<file path="src/sv/bmma_pkg.sv">
`timescale 1ns / 1ps
`default_nettype none

package bmma_pkg;

  // default matrix dimension
  localparam int BMMA_MAX_DIM_DEF = 8;

  // field widths
  localparam int CMD_W      = 2;
  localparam int IDX_W      = 3;
  localparam int VAL_W      = 40;
  localparam int OPD_W      = 16;
  localparam int PROD_W     = 32;
  localparam int KDIM_W     = 4;
  localparam int CFG_IDX_W  = 3;
  localparam int CFG_DATA_W = 4;

  // input commands
  localparam logic [CMD_W-1:0] CMD_WRITE_A = 2'd0;
  localparam logic [CMD_W-1:0] CMD_WRITE_B = 2'd1;
  localparam logic [CMD_W-1:0] CMD_WRITE_C = 2'd2;
  localparam logic [CMD_W-1:0] CMD_COMPUTE = 2'd3;

  // configuration register indexes
  localparam logic [CFG_IDX_W-1:0] CFG_COMMON_DIM = 3'd0;
  localparam logic [CFG_IDX_W-1:0] CFG_ROW_FIRST  = 3'd1;
  localparam logic [CFG_IDX_W-1:0] CFG_ROW_LAST   = 3'd2;
  localparam logic [CFG_IDX_W-1:0] CFG_COL_FIRST  = 3'd3;
  localparam logic [CFG_IDX_W-1:0] CFG_COL_LAST   = 3'd4;

  // configuration reset values
  localparam logic [KDIM_W-1:0] RST_COMMON_DIM = 4'd8;
  localparam logic [IDX_W-1:0]  RST_ROW_FIRST  = 3'd0;
  localparam logic [IDX_W-1:0]  RST_ROW_LAST   = 3'd7;
  localparam logic [IDX_W-1:0]  RST_COL_FIRST  = 3'd0;
  localparam logic [IDX_W-1:0]  RST_COL_LAST   = 3'd7;

  typedef logic signed [OPD_W-1:0]  opd_t;
  typedef logic signed [PROD_W-1:0] prod_t;
  typedef logic signed [VAL_W-1:0]  acc_t;

  localparam acc_t ACC_MAX = {1'b0, {(VAL_W-1){1'b1}}};
  localparam acc_t ACC_MIN = {1'b1, {(VAL_W-1){1'b0}}};

  typedef struct packed {
    logic [KDIM_W-1:0] common_dim;
    logic [IDX_W-1:0]  row_first;
    logic [IDX_W-1:0]  row_last;
    logic [IDX_W-1:0]  col_first;
    logic [IDX_W-1:0]  col_last;
  } cfg_t;

  // operand memory half-word write enables
  typedef struct packed {
    logic we_a;
    logic we_b;
  } op_wr_t;

  // multiply-accumulate pipeline controls
  typedef struct packed {
    logic load_c;
    logic mul_en;
  } mac_ctl_t;

  // accumulate with saturation to the signed accumulator range
  function automatic acc_t sat_add(acc_t acc, prod_t p);
    logic signed [VAL_W:0] sum;
    sum = {acc[VAL_W-1], acc} + {{(VAL_W+1-PROD_W){p[PROD_W-1]}}, p};
    if (sum[VAL_W] != sum[VAL_W-1]) begin
      sat_add = sum[VAL_W] ? ACC_MIN : ACC_MAX;
    end else begin
      sat_add = sum[VAL_W-1:0];
    end
  endfunction

endpackage

`default_nettype wire

</file>
<file path="src/sv/bmma_accmem.sv">
`timescale 1ns / 1ps
`default_nettype none

module bmma_accmem import bmma_pkg::*; #(
  parameter int  MAX_DIM = BMMA_MAX_DIM_DEF,
  localparam int DEPTH   = MAX_DIM * MAX_DIM,
  localparam int AW      = $clog2(DEPTH)
) (
  input  logic          clk,
  input  logic          we,
  input  logic [AW-1:0] waddr,
  input  acc_t          wdata,
  input  logic          re,
  input  logic [AW-1:0] raddr,
  output acc_t          c_q
);

  acc_t mem [DEPTH];

  // write port
  always_ff @(posedge clk) begin
    if (we) begin
      mem[waddr] <= wdata;
    end
  end

  // registered read port
  always_ff @(posedge clk) begin
    if (re) begin
      c_q <= mem[raddr];
    end
  end

endmodule

`default_nettype wire

</file>
<file path="config.mk">
export PLATFORM = sky130hd
export DESIGN_NAME = bmma_accmem
export DESIGN_NICKNAME = d
export VERILOG_FILES = /design/src/sv/bmma_pkg.sv /design/src/sv/bmma_accmem.sv
export SDC_FILE = /design/constraint.sdc
export NUM_CORES = 2
export LEC_CHECK = 0
export BUFFER_PORTS_ARGS = -buffer_cell sky130_fd_sc_hd__buf_2
export CAP_MARGIN = 20
export CORE_ASPECT_RATIO = 1.25
export CORE_UTILIZATION = 48
export CTS_BUF_LIST = sky130_fd_sc_hd__clkbuf_8
export DETAILED_ROUTE_END_ITERATION = 16
export PLACE_DENSITY_LB_ADDON = 0.2
export SLEW_MARGIN = 20
export SYNTH_ARGS = -nofsm -noshare
export SYNTH_HDL_FRONTEND = slang
export SYNTH_SLANG_ARGS = --single-unit
</file>
<file path="constraint.sdc">
create_clock -name clk -period 4.41 [get_ports clk]
set_input_delay 0.882 -clock clk [delete_from_list [all_inputs] [get_ports clk]]
set_output_delay 0.882 -clock clk [all_outputs]
set_load 0.01 [all_outputs]
</file>
=== After elaboration in Yosys (flattened, before gate mapping) ===
Memories as Yosys holds them, arrays and structs flattened. A register that Yosys moved wholly into a read port is not among the register bits.
Index checks and enable logic that the tools add are counted.
W data, S select, Z words.

* Register bits after elaboration: 0
* Bits in latches: 0
* Memory bits (writable): 2560
* ROM bits: 0
* Input port bits: 55
* Output and inout bits: 40
* Word-level logic and storage cells: 3
* Memories: 1

{| class="wikitable"
|+ Memories
! name !! words !! bits a word !! read ports !! clocked after memory_dff !! write ports !! line !! RTL
|-
| mem || 64 || 40 || 1 || 1 || 1 || bmma_accmem.sv:18 || <nowiki>acc_t mem [DEPTH];</nowiki>
|}

* Add/sub/neg operators: 0
* Multipliers: 0
* Div/mod/pow operators: 0
* Order comparisons: 0
* Equality and inequality tests: 0
* Shifts and indexed selects: 0
* Muxes and demuxes: 2
* Bitwise logic cells: 0
* Reductions and logical operators: 0

{| class="wikitable"
|+ Operator list
! operator !! number
|-
| $mux W1 || 2
|}

=== Logic depth before layout (Yosys ltp) ===
* Word-level depth: 2
* Depth in mapped cells: 9
* Depth with buffers taken out: 5

=== Least setup slack after synthesis ===
OpenSTA, ideal clock, no wires.

* Path kind: input port to flip-flop
* From: in waddr[3]
* To: mem mem[48][0] (netlist bit), enable pin
* Setup time: 0.487 ns
* Arrival time: 4.118 ns
* Required time: 3.923 ns
* Path slack: -0.194 ns
* Cell stages on the path: 4
* Path buffers: 1
* Path through: clkbuf_1 nor2b_1 nand4b_1 nor3_1

{| class="wikitable"
|+ RTL lines
! element !! line !! RTL
|-
| start, declared || bmma_accmem.sv:11 || <nowiki>input logic [AW-1:0] waddr,</nowiki>
|-
| end, declared || bmma_accmem.sv:18 ||
|}

Straight into the memory's write port.

==> out/metrics.csv <==
stage,metric,value,unit
outcome,status,finished clean,
floorplanning,io_pins,95,
critical_path,crit_path_end_kind,flop,
critical_path,path_common_cell,buf_4,
min_path,min_path_type,input pin to flop,
timing,finalSetupViolCount,0,
timing,max_freq,0.324,GHz
power,p_per_area,427,mW/mm^2
logic_synthesis,synthArstFlopShare,0,
global_route,grt_max_degree,73,
placed_design,hpwl,147,mm
run,maxCapViolCount,0,
layout,final_cell_area,0.111,sq mm
logic_synthesis,synth_area_leader_cell,edfxtp_1,
floorplanning,num_rows,185,
critical_path,crit_path_max_fanout,34,
floorplanning,die_area,0.206,sq mm
placed_design,placement.io_buffers,94,
logic_synthesis,synth_edf_count,2600,
placed_design,gp_congestion,0.814,
clock_tree,clk_path_buf_depth,4,
layout,final_util,0.547,
logic_synthesis,yosys-top-cells-count,"edfxtp_1, mux4_2, o22ai_1",
clock_tree,clock-sinks,2600,
logic_synthesis,synthDistinctLibCells,35,
layout,fin_nets,4745,
logic_synthesis,syn_inst,4195,
logic_synthesis,avgSynthCellArea,23.4,sq um
critical_path,worstPathCellList,"buf_8, buf_4, nor2b_1, buf_4, a22o_1, a21oi_1, a221oi_1, nor4_1",
power,p_leak,34.9,nW
global_route,grt_pass1_vias,48400,
timing,maxSlewViolCount,0,
floorplanning,core,0.203,sq mm
floorplanning,die_x,407,microns
clock_tree,cts_tree,yes,
critical_path,cp.required,5.16,ns
detailed_routing,drc_errors,0,
logic_synthesis,synth_top_cell_area_share,0.795,
timing,fin_crit,3.08,ns
timing,setup_slack,1.33,ns
logic_synthesis,synthTopCellsByArea,"edfxtp_1, mux4_2, mux2i_1",
logic_synthesis,synth_fp_nets,4250,
critical_path,path_class,input pin to flop,
clock_tree,clock_latency,1.04,ns
floorplanning,start_util,0.483,
clock_tree,cts-resized-gates,0,
detailed_routing,post_drt_via_cell_ratio,6.15,
clock_tree,clkTransAtPathRegs,0.06,ns
detailed_routing,routed_wl,256,mm
power,peakVddDrop,295,uV
logic_synthesis,synth-seq-cells,2600,
logic_synthesis,yosysMostFrequentCell,edfxtp_1,
logic_synthesis,synth_flop_cell,edfxtp_1,
clock_tree,cts_buffers,389,
global_route,grt_first_pass_wirelength,358,mm
timing,clock_skew,0.0593,ns
timing,post-route-period-util,0.699,
clock_tree,h-tree-depth,5,
detailed_routing,drtAntennaViolNets,0,
layout,final_layout_size_suffix_gt1_frac,0.308,
layout,syn_to_final_growth,13.1,%
timing,rsz0062_at_grt,false,
logic_synthesis,ys_seq_area_frac,0.795,
global_route,grt_util_all_layers,0.250,
global_route,antenna_found_initial,35,
placed_design,placed_area,0.104,sq mm
detailed_routing,vias,47400,
logic_synthesis,syn-cell-area,0.0982,sq mm
logic_synthesis,synth_warnings,0,
critical_path,crit_buf_inv,3,
critical_path,cp_top_family,compound AO/OA/AOI/OAI gates,
timing,relSlewSlack,0.232,
timing,tightestPinTransition,1.15,ns
critical_path,rrSetupSlack,2.01,ns
clock_tree,cts_root_buf,clkbuf_8,
detailed_routing,drt_pre_antenna_iters,6,
timing,hold_violations,0,
power,finalPower,47.4,mW
floorplanning,die_h,508,microns
global_route,grt_overflow,0,
detailed_routing,dr.first_iter.drc_count,5584,
placed_design,dp_slack,0.222,ns
critical_path,cp_slowest_cell,a221oi_1,
detailed_routing,wl_per_cell,33.2,microns
critical_path,worst_setup_path_start_kind,input pin,
timing,fin_setup_tns,0,ns
critical_path,max_stage_delay,0.78,ns
critical_path,arrival,3.83,ns
==> through the flow <==
stage / cells / hold slack (ns)
6_report: 7712 / 0.274
3_3_place_gp: 7005 / 0.906
2_1_floorplan: 4195 / 0.838
5_1_grt: 7706 / 0.218
4_1_cts: 7692 / 0.277
3_5_place_dp: 7007 / 0.912
==> worst register-to-register path: cells and delay by family (launching register included) <==
family / cells / cell delay, ns
multiplexers: 2 / 0.78
AO/OA/AOI/OAI: 1 / 0.77
flip-flops: 1 / 0.36
AND/OR/NAND/NOR: 1 / 0.17
==> logic make-up (layout without fill, tap and decap cells) <==
kind of cell    after synthesis  after routing  synth area share
other cells                   0             18                 0
buf+inv                     238           1026            0.0126
flops                      2600           2600             0.795
simple gates                215            215            0.0107
mux                         759            759             0.155
compound gates              383            383            0.0267
==> final timing paths <==
path | startpoint | endpoint | depth (start not counted)
hold reg to reg | mem[63][9] | c_q[9] | 4
hold / removal | wdata[7] | mem[15][7] | 1
setup reg to reg | mem[29][5] | c_q[5] | 4
setup / recovery | raddr[0] | c_q[5] | 8
==> cell usage in the layout (no fill, tap or decap), types with 3 or more instances in the layout <==
cell type and n:
nand2b_1 11, o22a_1 26, nor4_1 16, buf_8 3
nand3_1 8, clkinv_1 118, or2_2 4, diode_2 18
clkbuf_8 393, buf_12 76, o21ai_1 14, mux2_2 38
a221oi_1 34, nor2b_1 14, a22oi_1 18, and2_1 4
mux2i_1 113, a22o_1 16, clkinvlp_4 7, nor4_2 18
bufinv_16 3, and3_1 6, edfxtp_1 2600, o21ai_0 8
nand2_2 4, o21a_1 8, o22ai_1 143, nor2_4 62
a211oi_1 6, clkinv_2 43, mux4_2 608, buf_4 199
buf_2 62, inv_1 117, a21oi_1 68, nand2_1 15
o221ai_1 42, nor2_1 35, nand3b_1 3
==> registers in the layout, summed over array words and instances (netlist names) <==
| signal | cells |
|---|---|
| mem | 2560 |
| c_q | 40 |
==> cell type report <==
cell class,count,area (sq um)
Antenna cell,18,45.0
Clock buffer,393,5410
Clock inverter,291,1270
Fill cell,15400,92100
Multi-Input combinational cell,1357,19500
Sequential cell,2600,78100
Tap cell,2711,3390
Timing Repair Buffer,342,3410
==> power breakdown <==
group | switching, mW | internal [mW] | leakage (nW)
sequential | 0.125 | 27.4 | 23.4
combinational | 1.58 | 0.959 | 7.65
clock | 8.91 | 8.44 | 3.86
==> per-layer routing <==
layer  track usage  vias up  routed length [microns]
li1              -    19200                        -
met1         0.327    25600                    96200
met2         0.409     2204                   128000
met3        0.0686      393                    25000
met4        0.0731       16                     6850
met5             0        -                      103
==> what timing repair did <==
action,CTS,global route
setup endpoints to repair,0,0
hold buffers,1,0
endpoints found under the hold margin,1,0
setup buffers,0,0
Power figures use the tool's default switching activity.
