$ cat src/sv/bmma_pkg.sv
`timescale 1ns / 1ps
`default_nettype none

package bmma_pkg;

  // default matrix dimension
  localparam int BMMA_MAX_DIM_DEF = 8;

  // field widths
  localparam int CMD_W      = 2;
  localparam int IDX_W      = 3;
  localparam int VAL_W      = 40;
  localparam int OPD_W      = 16;
  localparam int PROD_W     = 32;
  localparam int KDIM_W     = 4;
  localparam int CFG_IDX_W  = 3;
  localparam int CFG_DATA_W = 4;

  // input commands
  localparam logic [CMD_W-1:0] CMD_WRITE_A = 2'd0;
  localparam logic [CMD_W-1:0] CMD_WRITE_B = 2'd1;
  localparam logic [CMD_W-1:0] CMD_WRITE_C = 2'd2;
  localparam logic [CMD_W-1:0] CMD_COMPUTE = 2'd3;

  // configuration register indexes
  localparam logic [CFG_IDX_W-1:0] CFG_COMMON_DIM = 3'd0;
  localparam logic [CFG_IDX_W-1:0] CFG_ROW_FIRST  = 3'd1;
  localparam logic [CFG_IDX_W-1:0] CFG_ROW_LAST   = 3'd2;
  localparam logic [CFG_IDX_W-1:0] CFG_COL_FIRST  = 3'd3;
  localparam logic [CFG_IDX_W-1:0] CFG_COL_LAST   = 3'd4;

  // configuration reset values
  localparam logic [KDIM_W-1:0] RST_COMMON_DIM = 4'd8;
  localparam logic [IDX_W-1:0]  RST_ROW_FIRST  = 3'd0;
  localparam logic [IDX_W-1:0]  RST_ROW_LAST   = 3'd7;
  localparam logic [IDX_W-1:0]  RST_COL_FIRST  = 3'd0;
  localparam logic [IDX_W-1:0]  RST_COL_LAST   = 3'd7;

  typedef logic signed [OPD_W-1:0]  opd_t;
  typedef logic signed [PROD_W-1:0] prod_t;
  typedef logic signed [VAL_W-1:0]  acc_t;

  localparam acc_t ACC_MAX = {1'b0, {(VAL_W-1){1'b1}}};
  localparam acc_t ACC_MIN = {1'b1, {(VAL_W-1){1'b0}}};

  typedef struct packed {
    logic [KDIM_W-1:0] common_dim;
    logic [IDX_W-1:0]  row_first;
    logic [IDX_W-1:0]  row_last;
    logic [IDX_W-1:0]  col_first;
    logic [IDX_W-1:0]  col_last;
  } cfg_t;

  // operand memory half-word write enables
  typedef struct packed {
    logic we_a;
    logic we_b;
  } op_wr_t;

  // multiply-accumulate pipeline controls
  typedef struct packed {
    logic load_c;
    logic mul_en;
  } mac_ctl_t;

  // accumulate with saturation to the signed accumulator range
  function automatic acc_t sat_add(acc_t acc, prod_t p);
    logic signed [VAL_W:0] sum;
    sum = {acc[VAL_W-1], acc} + {{(VAL_W+1-PROD_W){p[PROD_W-1]}}, p};
    if (sum[VAL_W] != sum[VAL_W-1]) begin
      sat_add = sum[VAL_W] ? ACC_MIN : ACC_MAX;
    end else begin
      sat_add = sum[VAL_W-1:0];
    end
  endfunction

endpackage

`default_nettype wire

$ cat src/sv/bmma_opmem.sv
`timescale 1ns / 1ps
`default_nettype none

module bmma_opmem import bmma_pkg::*; #(
  parameter int  MAX_DIM = BMMA_MAX_DIM_DEF,
  localparam int DEPTH   = MAX_DIM * MAX_DIM,
  localparam int AW      = $clog2(DEPTH)
) (
  input  logic          clk,
  input  op_wr_t        wr,
  input  logic [AW-1:0] waddr,
  input  opd_t          wdata,
  input  logic          re,
  input  logic [AW-1:0] raddr_a,
  input  logic [AW-1:0] raddr_b,
  output opd_t          a_q,
  output opd_t          b_q
);

  // low half holds A, high half holds B
  logic [1:0][OPD_W-1:0] mem [DEPTH];

  // one write port with half-word enables
  always_ff @(posedge clk) begin
    if (wr.we_a) begin
      mem[waddr][0] <= wdata;
    end
    if (wr.we_b) begin
      mem[waddr][1] <= wdata;
    end
  end

  // two registered read ports
  always_ff @(posedge clk) begin
    if (re) begin
      a_q <= mem[raddr_a][0];
      b_q <= mem[raddr_b][1];
    end
  end

endmodule

`default_nettype wire

$ cat config.mk
export PLATFORM = sky130hd
export DESIGN_NAME = bmma_opmem
export DESIGN_NICKNAME = d
export VERILOG_FILES = /design/src/sv/bmma_pkg.sv /design/src/sv/bmma_opmem.sv
export SDC_FILE = /design/constraint.sdc
export NUM_CORES = 2
export LEC_CHECK = 0
export BUFFER_PORTS_ARGS = -buffer_cell sky130_fd_sc_hd__buf_4
export CORE_MARGIN = 5
export CORE_UTILIZATION = 57
export CTS_CLUSTER_SIZE = 40
export DETAILED_ROUTE_END_ITERATION = 10
export MAX_ROUTING_LAYER = met4
export PLACE_DENSITY = 0.84
export RECOVER_POWER = 25
export SYNTH_ARGS = -nofsm -noshare
export SYNTH_HDL_FRONTEND = slang
export SYNTH_SLANG_ARGS = --single-unit
$ cat constraint.sdc
create_clock -name clk -period 2.4 [get_ports clk]
set_input_delay 0.24 -clock clk [delete_from_list [all_inputs] [get_ports clk]]
set_output_delay 0.24 -clock clk [all_outputs]
set_load 0.01 [all_outputs]
# Yosys cells after proc, flatten, opt, wreduce, memory -nomap -nowiden
# Memories as Yosys holds them, arrays and structs flattened. A register that Yosys moved wholly into a read port is not among the register bits.
# Index checks and enable logic that the tools add are counted.
# totals
memories,1
reg_bits,0
ram_bits,2048
# mem_list
memory,depth,width,rd,rd_ports_with_merged_regs,wr,line,text
mem,64,32,2,2,1,bmma_opmem.sv:21,logic [1:0][OPD_W-1:0] mem [DEPTH];
# op_classes
muxes,4
# op_table
cell,n
1-bit 2-to-1 mux,4

# Depth between registers and ports, before layout
# depth
ltp_word,2
ltp_mapped,10
depth_no_buf,5

# Worst setup path before layout
# No wires, ideal clock.
# synth_timing
path_kind,input port to flip-flop
start,input waddr[1]
end,memory mem[26][0] (netlist bit) (enable)
t_arrival_ns,1.978
setup_time_ns,0.389
cell_stages,5
slack_ns,0.034
n_path_buf,3
path_cell_list,clkbuf_1 > or3b_2 > clkbuf_1 > clkbuf_1 > nor2_1
# synth_lines
item,line,text
"start, declared",bmma_opmem.sv:11,"input logic [AW-1:0] waddr,"
"end, declared",bmma_opmem.sv:21,
# Straight into the memory's write port.

==> impl_metrics.csv <==
group,metric,value,unit
synthesis,syn_avg_cell_area,23.0,um2
route,firstDrtPassIters,10,
outcome,status,"complete, but fails checks",
route,antenna_left,0,
grt,met3_usage,7.09,%
synthesis,synth-main-ff-cell,"edfxtp_1",
finish,drive_above_1_share,31.6,%
synthesis,ys_seq_area_share,78.6,%
timing,slew_headroom,-87.0,%
cts,clk_pin_slew_worst_paths,0.07,ns
finish,register_area,0.0625,mm2
die,dieWidth,383,um
worst_setup_path,reg2reg_from,"mem[4][20]",
timing,fin_crit_sh,101,%
hold_path,hold_path.class,"input pin to flop",
timing,worst_slack,-0.0172,ns
finish,fin_util,66.4,%
power_and_ir_drop,total_power,74.7,mW
grt,grt_use_met1,37.8,%
power_and_ir_drop,switching_share,21.5,%
synthesis,syn_area,0.0794,mm2
die,core_region_area,0.139,mm2
timing,worstMarginPinSlew,2.80,ns
power_and_ir_drop,max-vdd-ir-drop,0.881,mV
worst_setup_path,end_kind,"flop",
cts,insertion_delay,0.83,ns
placement,placed_cells,5656,
worst_setup_path,rr_worst_depth,4,
timing,skew,0.0375,ns
timing,rsz0062_at_grt,"false",
cts,clockBufferDepth,3,
timing,drv_slew,715,
synthesis,async_flop_share,0,%
cts,postCtsSetupBuffers,0,
power_and_ir_drop,clockPowerShare,40.1,%
worst_setup_path,crit_required,2.95,ns
grt,track_usage,30.8,%
worst_setup_path,path_max_fanout,1,
die,die-area,0.147,mm2
die,io_pins,70,
timing,period_needed,2.42,ns
power_and_ir_drop,p_leak,29.5,nW
grt,grt_pass1_wl,311000,um
grt,overflow,0,
power_and_ir_drop,cell_internal_pwr,58.7,mW
route,via_count,41700,
finish,area_growth,16.3,%
hold_path,hold_path.startpoint,"raddr_a[4]",
worst_setup_path,crit_arrival,2.97,ns
worst_setup_path,startpoint_type,"flop",
power_and_ir_drop,power_density,809,mW/mm2
placement,io_buffers,69,
worst_setup_path,critPathKind,"flop to flop",
hold_path,hold_depth,5,
route,wire_per_inst,36.2,um
synthesis,yosysTopAreaCell,"edfxtp_1",
timing,hold_viol,0,
synthesis,synth.ff_latch_count,2080,
route,viasPerCell,6.92,
job,drv_cap,9,
route,drt_iter0_markers,6909,
power_and_ir_drop,power_frac_seq,54.1,%
grt,use_met2,49.1,%
synthesis,synth_edf_count,2080,
synthesis,syn_nets,3495,
finish,n_fill_cell,7863,
finish,finalNetCount,4021,
placement,placed_area,0.0864,mm2
power_and_ir_drop,p_sw,16.0,mW
worst_setup_path,r2r_end,"b_q[4]",
cts,cts_tree,"done",
die,fp-row-count,137,
die,die_h,383,um
synthesis,synthCells,3457,
timing,whs,0.124,ns
cts,clock-sinks,2080,
synthesis,yosysWarnings,0,
outcome,violations,"DRC, capacitance limit, slew limit, setup timing",
cts,cts_root_buf,"clkbuf_16",
finish,final_area,0.0924,mm2
grt,grt_max_degree,129,
grt,grt_pass1_vias,42600,
worst_setup_path,ff2ff_setup_slack,-0.02,ns
hold_path,worstHoldEndpoint,"a_q[2]",
power_and_ir_drop,comb_power_share,5.8,%
timing,setup_viol,1,
finish,stdcell_count,6023,
synthesis,synth_area_leaders,"edfxtp_1 79%, mux4_2 15%, mux2i_1 1.2%, nor2_1 0.81%, o21ai_0 0.41%",
route,totalWireLength,218000,um
synthesis,synth_top_area_share,78.6,%
timing,max_freq,414,MHz
grt,antenna_found_initial,10,
die,initial_core_util,57.1,%
grt,busiest_layer,"met2",
cts,cts_buffers,187,
synthesis,synth_cell_types,39,
placement,gp_congestion,0.875,
placement,hpwlAfterDp,120000,um
cts,htree_levels,4,
finish,multiInputGateArea,0.0159,mm2
route,drcViolationCount,1,
through the flow:
| step | TNS, ns | worst slack [ns] |
|---|---|---|
| after floorplan | 0 | 0.0336 |
| after global placement | -3.41 | -0.461 |
| after detailed placement | -4.18 | -0.529 |
| after CTS | 0 | 0.0228 |
| after global routing | 0 | 0.0326 |
| final | -0.0172 | -0.0172 |
cell families after synthesis:
| kind of cell | Yosys count | synth area share (%) |
|---|---|---|
| compound gates | 244 | 2.13 |
| buf+inv | 208 | 1.40 |
| flops | 2080 | 78.6 |
| mux | 631 | 16.2 |
| simple gates | 294 | 1.60 |
power groups by stage:
| stage | Combinational (mW) | Sequential [mW] | Clock [mW] |
|---|---|---|---|
| after CTS | 4.27 | 40.4 | 30.0 |
| after global routing | 4.45 | 40.4 | 31.7 |
| after detailed placement | 4.11 | 41.2 | 0 |
| after floorplan | 1.96 | 41.1 | 0 |
| final | 4.33 | 40.4 | 29.9 |
| after global placement | 3.95 | 41.1 | 0 |
routing by layer:
metal | share of wire (%) | up-vias
li1 | - | 15800
met1 | 32 | 21400
met2 | 50 | 3677
met3 | 12 | 799
met4 | 6.2 | 0
met5 | 0 | -
registers in the layout (all words and copies together) (netlist names):
signal / count
mem: 2048
b_q: 16
a_q: 16
cells in the final DEF, fill, tap and decap left out, types with 6 or more instances in the layout:
cell,Yosys,final
a211o_1,6,6
a211oi_1,37,36
a21oi_1,10,10
a221oi_1,22,22
a221oi_2,6,6
a22o_1,10,10
and2_1,6,6
buf_12,0,130
buf_4,43,349
buf_8,0,6
bufinv_16,0,18
clkbuf_1,67,52
clkbuf_16,0,194
clkbuf_2,0,10
clkbuf_4,0,7
clkinv_1,0,49
clkinv_2,0,31
diode_2,0,11
dlygate4sd3_1,0,14
edfxtp_1,2080,2080
inv_1,12,12
inv_6,0,6
mux2_2,13,13
mux2i_1,94,94
mux4_2,524,524
nand2_1,36,36
nand2b_1,11,11
nand3_1,16,16
nor2_1,171,171
nor2b_1,13,13
nor3_1,28,28
o21ai_0,65,62
o21ai_1,5,7
o221ai_1,19,19
o22ai_1,49,49
area by class of cell:
| class | count | area share (%) |
|---|---|---|
| Antenna cell | 11 | 0.0298 |
| Clock buffer | 230 | 5.40 |
| Clock inverter | 112 | 1.09 |
| Inverter | 12 | 0.0488 |
| Multi-Input combinational cell | 1169 | 17.2 |
| Sequential cell | 2080 | 67.6 |
| Tap cell | 1876 | 2.54 |
| Timing Repair Buffer | 533 | 6.08 |
synth_stat cells (all sizes together), types with 3 or more instances:
| cell | number |
|---|---|
| nand2 | 36 |
| nand2b | 11 |
| a2111oi | 3 |
| a221oi | 28 |
| o221ai | 19 |
| mux2 | 13 |
| and2 | 6 |
| nor3 | 28 |
| nand3b | 4 |
| inv | 12 |
| a21oi | 10 |
| a211oi | 37 |
| buf | 129 |
| a22oi | 4 |
| nor2 | 171 |
| mux2i | 94 |
| nand3 | 16 |
| edfxtp | 2080 |
| nor2b | 13 |
| mux4 | 524 |
| clkbuf | 67 |
| o21ai | 70 |
| a211o | 6 |
| a31oi | 4 |
| o22ai | 49 |
| a22o | 10 |
repair_timing:
item / in CTS / in global routing
endpoints found under the hold margin: 338 / 1
pin swaps: 0 / 1
resized for setup: 4 / 2
setup endpoints to repair: 4 / 2
hold buffers: 13 / 1
worst max-delay path, cell delays in order (launching register included):
cell and delay [ns]:
edfxtp_1 0.39, mux4_2 0.49, mux4_2 0.58, o21ai_0 0.60, nor3_1 0.10
how the worst max path moves through the flow:
stage                     start          to  slack (ns)  cells after the start
finish               mem[4][20]      b_q[4]       -0.02                      4
floorplan              waddr[1]  mem[26][0]        0.03                      5
global placement     raddr_b[1]     b_q[13]       -0.46                      6
global route        mem[47][19]      b_q[3]        0.03                      6
detailed placement   raddr_b[1]     b_q[13]       -0.53                      6
CTS                  mem[6][20]      b_q[4]        0.02                      4
Power figures use the tool's default switching activity.
