==> config.mk <==
export PLATFORM = sky130hd
export DESIGN_NAME = bmma_mac
export DESIGN_NICKNAME = d
export VERILOG_FILES = /design/src/sv/bmma_pkg.sv /design/src/sv/bmma_mac.sv
export SDC_FILE = /design/constraint.sdc
export NUM_CORES = 1
export LEC_CHECK = 0
export BUFFER_PORTS_ARGS = -buffer_cell sky130_fd_sc_hd__buf_2
export CAP_MARGIN = 20
export CORE_MARGIN = 2
export CORE_UTILIZATION = 60
export DETAILED_ROUTE_END_ITERATION = 10
export GPL_TIMING_DRIVEN = 1
export PLACE_DENSITY_LB_ADDON = 0.12
export SLEW_MARGIN = 20
export SYNTH_ARGS = -nofsm -noshare
export SYNTH_HDL_FRONTEND = slang
export SYNTH_SLANG_ARGS = --single-unit
==> constraint.sdc <==
create_clock -name clk -period 13.86 [get_ports clk]
set_clock_uncertainty 0.1 [all_clocks]
set_input_delay 2.772 -clock clk [delete_from_list [all_inputs] [get_ports clk]]
set_output_delay 2.772 -clock clk [all_outputs]
set_load 0.02 [all_outputs]
==> src/sv/bmma_pkg.sv <==
`timescale 1ns / 1ps
`default_nettype none

package bmma_pkg;

  // default matrix dimension
  localparam int BMMA_MAX_DIM_DEF = 8;

  // field widths
  localparam int CMD_W      = 2;
  localparam int IDX_W      = 3;
  localparam int VAL_W      = 40;
  localparam int OPD_W      = 16;
  localparam int PROD_W     = 32;
  localparam int KDIM_W     = 4;
  localparam int CFG_IDX_W  = 3;
  localparam int CFG_DATA_W = 4;

  // input commands
  localparam logic [CMD_W-1:0] CMD_WRITE_A = 2'd0;
  localparam logic [CMD_W-1:0] CMD_WRITE_B = 2'd1;
  localparam logic [CMD_W-1:0] CMD_WRITE_C = 2'd2;
  localparam logic [CMD_W-1:0] CMD_COMPUTE = 2'd3;

  // configuration register indexes
  localparam logic [CFG_IDX_W-1:0] CFG_COMMON_DIM = 3'd0;
  localparam logic [CFG_IDX_W-1:0] CFG_ROW_FIRST  = 3'd1;
  localparam logic [CFG_IDX_W-1:0] CFG_ROW_LAST   = 3'd2;
  localparam logic [CFG_IDX_W-1:0] CFG_COL_FIRST  = 3'd3;
  localparam logic [CFG_IDX_W-1:0] CFG_COL_LAST   = 3'd4;

  // configuration reset values
  localparam logic [KDIM_W-1:0] RST_COMMON_DIM = 4'd8;
  localparam logic [IDX_W-1:0]  RST_ROW_FIRST  = 3'd0;
  localparam logic [IDX_W-1:0]  RST_ROW_LAST   = 3'd7;
  localparam logic [IDX_W-1:0]  RST_COL_FIRST  = 3'd0;
  localparam logic [IDX_W-1:0]  RST_COL_LAST   = 3'd7;

  typedef logic signed [OPD_W-1:0]  opd_t;
  typedef logic signed [PROD_W-1:0] prod_t;
  typedef logic signed [VAL_W-1:0]  acc_t;

  localparam acc_t ACC_MAX = {1'b0, {(VAL_W-1){1'b1}}};
  localparam acc_t ACC_MIN = {1'b1, {(VAL_W-1){1'b0}}};

  typedef struct packed {
    logic [KDIM_W-1:0] common_dim;
    logic [IDX_W-1:0]  row_first;
    logic [IDX_W-1:0]  row_last;
    logic [IDX_W-1:0]  col_first;
    logic [IDX_W-1:0]  col_last;
  } cfg_t;

  // operand memory half-word write enables
  typedef struct packed {
    logic we_a;
    logic we_b;
  } op_wr_t;

  // multiply-accumulate pipeline controls
  typedef struct packed {
    logic load_c;
    logic mul_en;
  } mac_ctl_t;

  // accumulate with saturation to the signed accumulator range
  function automatic acc_t sat_add(acc_t acc, prod_t p);
    logic signed [VAL_W:0] sum;
    sum = {acc[VAL_W-1], acc} + {{(VAL_W+1-PROD_W){p[PROD_W-1]}}, p};
    if (sum[VAL_W] != sum[VAL_W-1]) begin
      sat_add = sum[VAL_W] ? ACC_MIN : ACC_MAX;
    end else begin
      sat_add = sum[VAL_W-1:0];
    end
  endfunction

endpackage

`default_nettype wire

==> src/sv/bmma_mac.sv <==
`timescale 1ns / 1ps
`default_nettype none

module bmma_mac import bmma_pkg::*; (
  input  logic     clk,
  input  logic     rst_n,
  input  mac_ctl_t ctl,
  input  opd_t     a_q,
  input  opd_t     b_q,
  input  acc_t     c_q,
  output acc_t     acc,
  output logic     busy
);

  prod_t prod_r;
  logic  prod_v_r;
  acc_t  acc_r;

  // product stage, valid flag
  always_ff @(posedge clk) begin
    if (!rst_n) begin
      prod_v_r <= 1'b0;
    end else begin
      prod_v_r <= ctl.mul_en;
    end
  end

  // product register
  always_ff @(posedge clk) begin
    if (ctl.mul_en) begin
      prod_r <= prod_t'(a_q) * prod_t'(b_q);
    end
  end

  // accumulator: seeded from the stored element, then saturating adds
  always_ff @(posedge clk) begin
    if (ctl.load_c) begin
      acc_r <= c_q;
    end else if (prod_v_r) begin
      acc_r <= sat_add(acc_r, prod_r);
    end
  end

  assign acc  = acc_r;
  assign busy = prod_v_r;

endmodule

`default_nettype wire

After elaboration in Yosys (flattened, before gate mapping)
Cells that the tools add are included.
- register bits after elaboration: 73
- bits of input ports: 76
- output and inout port bits: 41
- add/sub/neg operators: 1
- multiply operators: 1
- eq/ne operators: 1
- multiplexer cells: 4
- reduce and logical (&&, ||, !) cells: 1
- operators with widths (operator ; count):
    two-way mux 40 bit ; 4
    adder 40 x 32 -> 41 bit ; 1
    multiplier 16 x 16 -> 32 bit ; 1
    nonzero test 2 bit ; 1
    inequality test 1 bit ; 1

Depth between registers and ports, before layout
Gate-level depths: netlist of run 1.
- depth after elaboration: 5
- gate-level depth with buffers: 24

Worst setup path after synthesis of run 1
OpenSTA, ideal clock, no wires.
- kind: input to register
- from: input a_q[10]
- to: register prod_r[31] (data pin)
- data arrival time: 8.373 ns
- slack: 5.127 ns
- stages: 21
- path through: clkbuf_1 > nand2_1 > fa_1 > fa_1 > fa_1 > fa_1 > inv_1 > fa_1 > inv_1 > fa_1 > inv_1 > ha_1 > a21oi_1 > o21ai_0 > a21o_1 > o311ai_0 > a31oi_1 > a221oi_1 > o2111ai_1 > a21oi_1 > xnor2_1
- word-level cells in the longest chain between the ends: 1
- ends and longest elaborated chain (item ; RTL line ; RTL):
    from (decl) ; bmma_mac.sv:8 ; input opd_t a_q,
    multiplier 16 x 16 -> 32 bit ; bmma_mac.sv:31 ; prod_r <= prod_t'(a_q) * prod_t'(b_q);
    to (signal assigned) ; bmma_mac.sv:31 ;
    to (decl) ; bmma_mac.sv:15 ; prod_t prod_r;
No other way between the ends.
A chain may end at the register's enable or synchronous reset.

Worst setup path after layout of run 1
- from: input b_q[1]
- to: register prod_r[31] (data pin)
- word-level cells in the longest chain between the ends: 1
- ends and longest elaborated chain (item ; RTL line ; RTL):
    from (decl) ; bmma_mac.sv:9 ; input opd_t b_q,
    multiplier 16 x 16 -> 32 bit ; bmma_mac.sv:31 ;
No other way between the ends.

==> results of run 1 <==
registers in the layout (all words and copies together), names as in the netlist:
signal / cells
acc: 40
prod_r: 32
busy: 1
layer usage:
| metal | up-vias | wire length [microns] |
|---|---|---|
| met5 | - | 0 |
| met4 | 0 | 563 |
| met3 | 46 | 2290 |
| met2 | 362 | 15600 |
| met1 | 5534 | 16000 |
| li1 | 5237 | - |
worst min-delay path: stages, from the launching register on:
cell	delay, ps
edfxtp_1	340
ha_1	140
a21oi_1	60
o21ai_0	140
cells in the mapped netlist (29+ instances only):
| cell | n | area share |
|---|---|---|
| inv_1 | 295 | 0.074 |
| fa_1 | 263 | 0.35 |
| nand2_1 | 146 | 0.037 |
| and2_1 | 129 | 0.054 |
| ha_1 | 122 | 0.10 |
| a21oi_1 | 87 | 0.029 |
| edfxtp_1 | 72 | 0.14 |
| nor2_1 | 59 | 0.015 |
| clkbuf_1 | 45 | 0.011 |
| xnor2_1 | 44 | 0.026 |
| o21ai_0 | 37 | 0.012 |
| a21o_1 | 29 | 0.015 |
through the flow:
| stage | worst slack, ps | instance area (sq um) |
|---|---|---|
| global placement | 4450 | 15700 |
| detailed placement | 4390 | 15700 |
| global route | 4450 | 16100 |
| floorplan | 5130 | 15000 |
| CTS | 4740 | 16100 |
| finish | 4800 | 16100 |
cells in the final DEF, fill, tap and decap left out, types with 5 or more instances in the layout:
cell type	instances
a211oi_1	8
a21o_1	29
a21oi_1	87
a22o_1	14
a31oi_1	10
and2_1	129
and3_1	11
buf_2	116
clkbuf_16	9
edfxtp_1	72
fa_1	263
ha_1	122
inv_1	295
nand2_1	146
nand2b_1	12
nand3_1	16
nand4_1	6
nor2_1	59
nor3_1	13
o211ai_1	7
o21a_1	6
o21ai_0	37
o21bai_1	16
o22a_1	24
or3_1	5
xnor2_1	44
xor2_1	19
kinds of logic (layout without fill, tap and decap cells):
kind of cell             count (synthesis)  in the layout  synth area share
adder cells (fa/ha/maj)                385            385             0.454
AO/OA/AOI/OAI                          287            287             0.134
XOR/XNOR                                63             63            0.0369
flip-flops                              73             73             0.146
multiplexers                             4              4           0.00284
AND/OR/NAND/NOR                        411            411             0.136
buffers and inverters                  351            432            0.0902
path summary, 6_finish.rpt:
check                               start    endpoint  slack [ps]  cells past startpoint
worst max-delay path               b_q[1]  prod_r[31]        4800                     21
worst min-delay path            prod_r[0]      acc[0]         690                      3
worst max register to register    acc[29]     acc[24]        9760                     11
worst min register to register  prod_r[0]      acc[0]         690                      3
cell type report:
type | instances | area [sq um]
well taps | 324 | 405
fillers | 2056 | 8320
multi-input cells | 1150 | 11400
clock buffers | 9 | 225
clock inverters | 7 | 103
flip-flops and latches | 73 | 2180
repair buffers | 120 | 618
inverters | 296 | 1110
==> out/results.ini, run 1 <==
[timing]
finalCriticalPeriod_ps = 9060
whs_ps = 685
setup_violations = 0
hold_violations = 0
rsz0062_at_grt = false
slew_headroom = 0.314
slew_violations = 0
fin_setup_tns_ps = 0
tightest_slew_ps = 1030
clock.fmax_ghz = 0.110
post-route-period-util = 0.654

[worst_setup_path]
required_ps = 13840
slowest_stage = o311ai_0
critPathTopFamily = adder cells
slowest_delay_ps = 610
start_kind = input pin
crit_type = input pin to flop
arrival_ps = 9040
worst_path_most_repeated_cell = fa_1
critPathCaptureType = flop
worstPathMaxFanout = 16
crit_chain = buf_2 > nand2_1 > fa_1 > fa_1 > fa_1 > inv_1 > fa_1 > fa_1 > inv_1 > fa_1 > inv_1 > ha_1 > a21oi_1 > o21ai_0 > a21o_1 > o311ai_0 > a31oi_1 > a221oi_1 > o2111ai_1 > a21oi_1 > xnor2_1
path_buf_inv = 4

[logic_synthesis]
avgSynthCellArea_sq_um = 9.50
ys_seq_area_frac = 0.146
async_reset_ff_frac = 0
synth_edf_count = 72
yosysWarnings = 0
syn_inst = 1574
synth-main-ff-cell = edfxtp_1
ys_types = 73
syn_nets = 2035
ys_ff_latch = 73
synth.cell_area_sq_um = 15000

[layout]
insertedDiodeCount = 0
drive_gt1_frac = 0.0918
area_growth_pct = 7.44
nets = 2111
final_util = 0.659
finalNonFillerCells = 1979

[grt]
globalRouteMet3Util = 0.0508
grt_pass1_wl_microns = 57900
grt.busiest_layer = met2
grt_pass1_vias = 11600
track_usage = 0.276
grt_max_degree = 41
antenna_found_initial = 0
overflow = 0
use_met2 = 0.438
use_met1 = 0.400

[clock_network]
cts.sinks = 73
cts_hold_buf = 0
post_cts_resized = 0
clkTransAtPathRegs_ps = 60
clockBufferDepth = 2
cts_setup_buffers = 0
cts_buffers = 9
clk_latency_ps = 340
clock-root-buffer = clkbuf_16
cts_htree_levels = 3
cts_tree = yes

[floorplanning]
pin_count = 117
die_w_microns = 162
core_sq_um = 24400
row_count = 57
die_area_sq_um = 26200
start_util = 0.613
die_h_microns = 162

[detailed_routing]
wire_per_inst_microns = 17.4
vias_per_cell = 5.65
vias = 11200
dr.pass1.iters = 5
first_iter_violations = 800
drc_errors = 0
finalWirelength_microns = 34500
drtAntennaViolNets = 0

[placed_design]
place_inst = 1962
io_buffer_count = 116
dp_hpwl_microns = 28400
place_congestion = 0.905

[run_status]
status = complete, no violations

[run]
max-cap-violations = 0

[min_path]
hold_class = flop to flop

Power of run 1 is left out: the tool's default activity adds up to more than one toggle a clock period on the data nets, which glitch-free logic cannot reach.
==> run 2: changes to the inputs <==
- CORE_UTILIZATION: 60 -> 57
- clock period: 13.86 -> 7.6 ns (I/O delays scaled with it)
==> out/results.ini, run 2 (synthesized netlist as in run 1, its figures left out) <==
[floorplanning]
die_w_microns = 166
core_sq_um = 25900
row_count = 59
start_util = 0.577
pin_count = 117
die_area_sq_um = 27600
die_h_microns = 166

[clock_network]
clkTransAtPathRegs_ps = 60
clock-root-buffer = clkbuf_16
clockBufferDepth = 2
cts.sinks = 73
cts_buffers = 9
cts_htree_levels = 3
cts_hold_buf = 0
clk_latency_ps = 340
cts_tree = yes

[detailed_routing]
drc_errors = 0
wire_per_inst_microns = 17.3
drtAntennaViolNets = 0
finalWirelength_microns = 35300
dr.pass1.iters = 5
vias = 11300
vias_per_cell = 5.56
first_iter_violations = 727

[layout]
largest_register_ffs = 40
area_growth_pct = 10.1
nets = 2164
final_cell_mix = 295 x inv_1, 263 x fa_1, 146 x nand2_1, 129 x and2_1, 122 x ha_1
drive_gt1_frac = 0.120
mostFrequentLayoutCell = inv_1
insertedDiodeCount = 0
final_util = 0.636

[timing]
post-route-period-util = 0.961
rsz0062_at_grt = false
slew_violations = 0
tightest_slew_ps = 1060
clock.fmax_ghz = 0.137
finalCriticalPeriod_ps = 7300
hold_violations = 0
setup_violations = 0
slew_headroom = 0.294

[worst_setup_path]
critPathTopFamily = adder cells
start_kind = input pin
arrival_ps = 7300
slowest_stage = fa_1
reg2reg_depth = 12
worstSetupPathDepth = 23
worst_path_most_repeated_cell = fa_1
path_buf_inv = 7
slowest_delay_ps = 700
critPathCaptureType = flop
crit_chain = buf_2 > buf_4 > nand2_1 > inv_1 > fa_1 > fa_1 > fa_1 > fa_1 > fa_1 > inv_1 > fa_1 > inv_1 > ha_1 > buf_4 > nor2b_1 > o21a_1 > o41ai_1 > buf_4 > a21bo_2 > a31o_2 > o21bai_1 > o41a_1 > xor2_1
worstPathMaxFanout = 7
required_ps = 7590
crit_type = input pin to flop
regToRegSetupSlack_ps = 3140

[min_path]
hold_class = flop to flop
hold_depth = 3

[placed_design]
dp_hpwl_microns = 29500
io_buffer_count = 116
place_congestion = 0.894

[grt]
grt_max_degree = 41
overflow = 0
track_usage = 0.263
grt_pass1_vias = 11900
antenna_found_initial = 0
grt_pass1_wl_microns = 59200

[run]
max-cap-violations = 0

[run_status]
status = complete, no violations

run 2: final cells by class:
cell class                 count  area (sq um)
fill                        2154          9440
multi-input combinational   1150         11400
inverter                     296          1110
clock inverter                 5          81.3
tap                          335           419
sequential                    73          2180
clock buffer                  10           229
timing repair buffer         173          1010
run 2: per-stage QoR:
stage / hold slack [ps] / area [sq um] / setup WS, ps / setup TNS, ps / cells
final: 790 / 16500 / 297 / 0 / 2042
after global routing: 820 / 16500 / 43.5 / 0 / 2042
after CTS: 756 / 16500 / 189 / 0 / 2042
after floorplan: 614 / 15000 / 119 / 0 / 1574
after global placement: 691 / 16100 / 0.395 / 0 / 2027
after detailed placement: 738 / 16100 / -163 / -384 / 2027
run 2: worst paths after layout:
kind | start | endpoint
max | b_q[2] | prod_r[30]
min | acc[0] | acc[0]
max reg2reg | prod_r[0] | acc[27]
min reg2reg | acc[0] | acc[0]
run 2: routing by layer:
metal	wire length [microns]	vias up	track usage
met5	0	-	0
met2	16400	371	0.432
met1	16200	5590	0.379
li1	-	5339	-
met3	2070	49	0.0343
met4	658	0	0.0578
run 2: repair_timing:
action / 4_1_cts / 5_1_grt
resized for setup: 0 / 3
buffers inserted: 0 / 0
endpoints found under the setup margin: 0 / 2
run 2: tightest hold or removal path: stages (launching register included):
cell	delay, ps
edfxtp_1	360
ha_1	160
a21oi_1	60
o21ai_0	190
Power of run 2 is left out for the same reason.
==> run 3: changes to the inputs <==
- ABC_AREA: default -> 1
- CORE_UTILIZATION: 57 -> 58
==> out/results.ini, run 3 <==
[run_status]
status = complete, no violations

[worst_setup_path]
regToRegSetupSlack_ps = 4040
reg2reg_depth = 15
r2r-end = acc[23]
required_ps = 7600
crit_type = input pin to flop
timing.rr.start = prod_r[0]
critPathCaptureType = flop
start_kind = input pin
arrival_ps = 7040
worstPathMaxFanout = 16

[placed_design]
place_congestion = 0.924
io_buffer_count = 116
dp_hpwl_microns = 35600
dpl_cell_area_sq_um = 17000

[clock_network]
cts_tree = yes
clkTransAtPathRegs_ps = 60
cts.sinks = 73
cts_buffers = 9
clockBufferDepth = 2
clock-root-buffer = clkbuf_16
post_cts_resized = 0
cts_htree_levels = 3
clk_latency_ps = 350
cts_setup_buffers = 0
cts_hold_buf = 0

[min_path]
hold_path_startpoint = acc[0]
hold-path-endpoint = acc[0]
hold_depth = 3
hold_class = flop to flop

[detailed_routing]
finalWirelength_microns = 42000
first_iter_violations = 683
vias_per_cell = 4.99
vias = 13100
wire_per_inst_microns = 16.1
dr.pass1.iters = 5
drtAntennaViolNets = 0
drc_errors = 0

[grt]
use_met2 = 0.540
use_met1 = 0.394
grt_pass1_vias = 13400
grt.busiest_layer = met2
antenna_found_initial = 0
globalRouteMet3Util = 0.0285
grt_max_degree = 42
track_usage = 0.304
overflow = 0
grt_pass1_wl_microns = 68300

[floorplanning]
start_util = 0.585
die_h_microns = 171
die_area_sq_um = 29200
row_count = 61
core_sq_um = 27600
pin_count = 117
die_w_microns = 171

[logic_synthesis]
syn_inst = 2162
synth_area_leader_cell = fa_1
yosysMostFrequentCell = nand2_1
ys_seq_area_frac = 0.135
synth_edf_count = 72
synth_top_area_share = 0.326
synth.area.top_cells = fa_1 33%, edfxtp_1 13%, nand2_1 13%, inv_1 13%, ha_1 9.4%
synth-main-ff-cell = edfxtp_1
syn_nets = 2623
avgSynthCellArea_sq_um = 7.47
synth.cell_area_sq_um = 16200
ys_types = 36
yosysWarnings = 0
ys_ff_latch = 73
async_reset_ff_frac = 0
synth_common_cells = 566 x nand2_1, 549 x inv_1, 263 x fa_1, 237 x nor2_1, 122 x ha_1

[run]
max-cap-violations = 0

[layout]
design_area_sq_um = 17300
final_cell_mix = 566 x nand2_1, 549 x inv_1, 263 x fa_1, 237 x nor2_1, 122 x ha_1
largest_register_ffs = 40
nets = 2693
area_growth_pct = 7.18
drive_gt1_frac = 0.0818
mostFrequentLayoutCell = nand2_1
insertedDiodeCount = 0

[timing]
slew_violations = 0
slew_headroom = 0.289
setup_violations = 0
fin_setup_tns_ps = 0
finalCriticalPeriod_ps = 7040
tightest_slew_ps = 1070
rsz0062_at_grt = false
post-route-period-util = 0.926
clock.fmax_ghz = 0.142
hold_violations = 0

==> run 3: how the worst max path moves through the flow <==
stage,start,end,slack (ps),depth (start not counted)
2_1_floorplan,b_q[3],prod_r[29],480,22
3_3_place_gp,b_q[7],prod_r[21],230,20
3_5_place_dp,b_q[2],prod_r[29],210,21
4_1_cts,b_q[2],prod_r[29],590,21
5_1_grt,b_q[2],prod_r[29],170,21
6_report,b_q[7],prod_r[21],560,20
==> run 3: layer usage <==
layer	wire length (microns)	share of wire
met1	18000	0.43
met2	20800	0.49
met3	2130	0.051
met4	1140	0.027
met5	39	0.00093
==> run 3: area by class of cell <==
class | count | area (sq um)
Tap cell | 378 | 473
Inverter | 551 | 2070
Clock inverter | 7 | 93.8
Timing Repair Buffer | 129 | 678
Fill cell | 2586 | 10300
Clock buffer | 9 | 225
Multi-Input combinational cell | 1468 | 11600
Sequential cell | 73 | 2180
==> run 3: cell families (layout without fill, tap and decap cells) <==
family                     after synthesis  in the layout  synth area share
AOI/OAI and AO/OA                      114            114            0.0385
xor gates and xnor gates                61             61            0.0331
adders and majority gates              385            385             0.420
buffers and inverters                  621            696             0.147
DFF                                     73             73             0.135
and+or+nand+nor                        908            908             0.226
==> run 3: worst max-delay path, stage by stage <==
cell and delay [ps]:
buf_2 320, nand2_1 140, fa_1 550, inv_1 50, fa_1 510, inv_1 60, fa_1 520, inv_1 50
fa_1 440, fa_1 490, inv_1 50, fa_1 470, inv_1 40, ha_1 360, nand2_1 130, nor4_1 510
a21oi_1 180, o21ai_0 370, a21oi_1 140, xnor2_1 140
==> run 3: through the flow <==
| stage | setup WS [ps] | instances | hold slack [ps] | utilization |
|---|---|---|---|---|
| 5_1_grt | 170 | 2615 | 691 | 0.627 |
| 3_5_place_dp | 208 | 2599 | 622 | 0.615 |
| 2_1_floorplan | 479 | 2162 | 529 | - |
| 3_3_place_gp | 230 | 2599 | 605 | 0.615 |
| 6_report | 561 | 2615 | 653 | 0.627 |
| 4_1_cts | 587 | 2615 | 640 | 0.627 |
Power of run 3 is left out for the same reason.
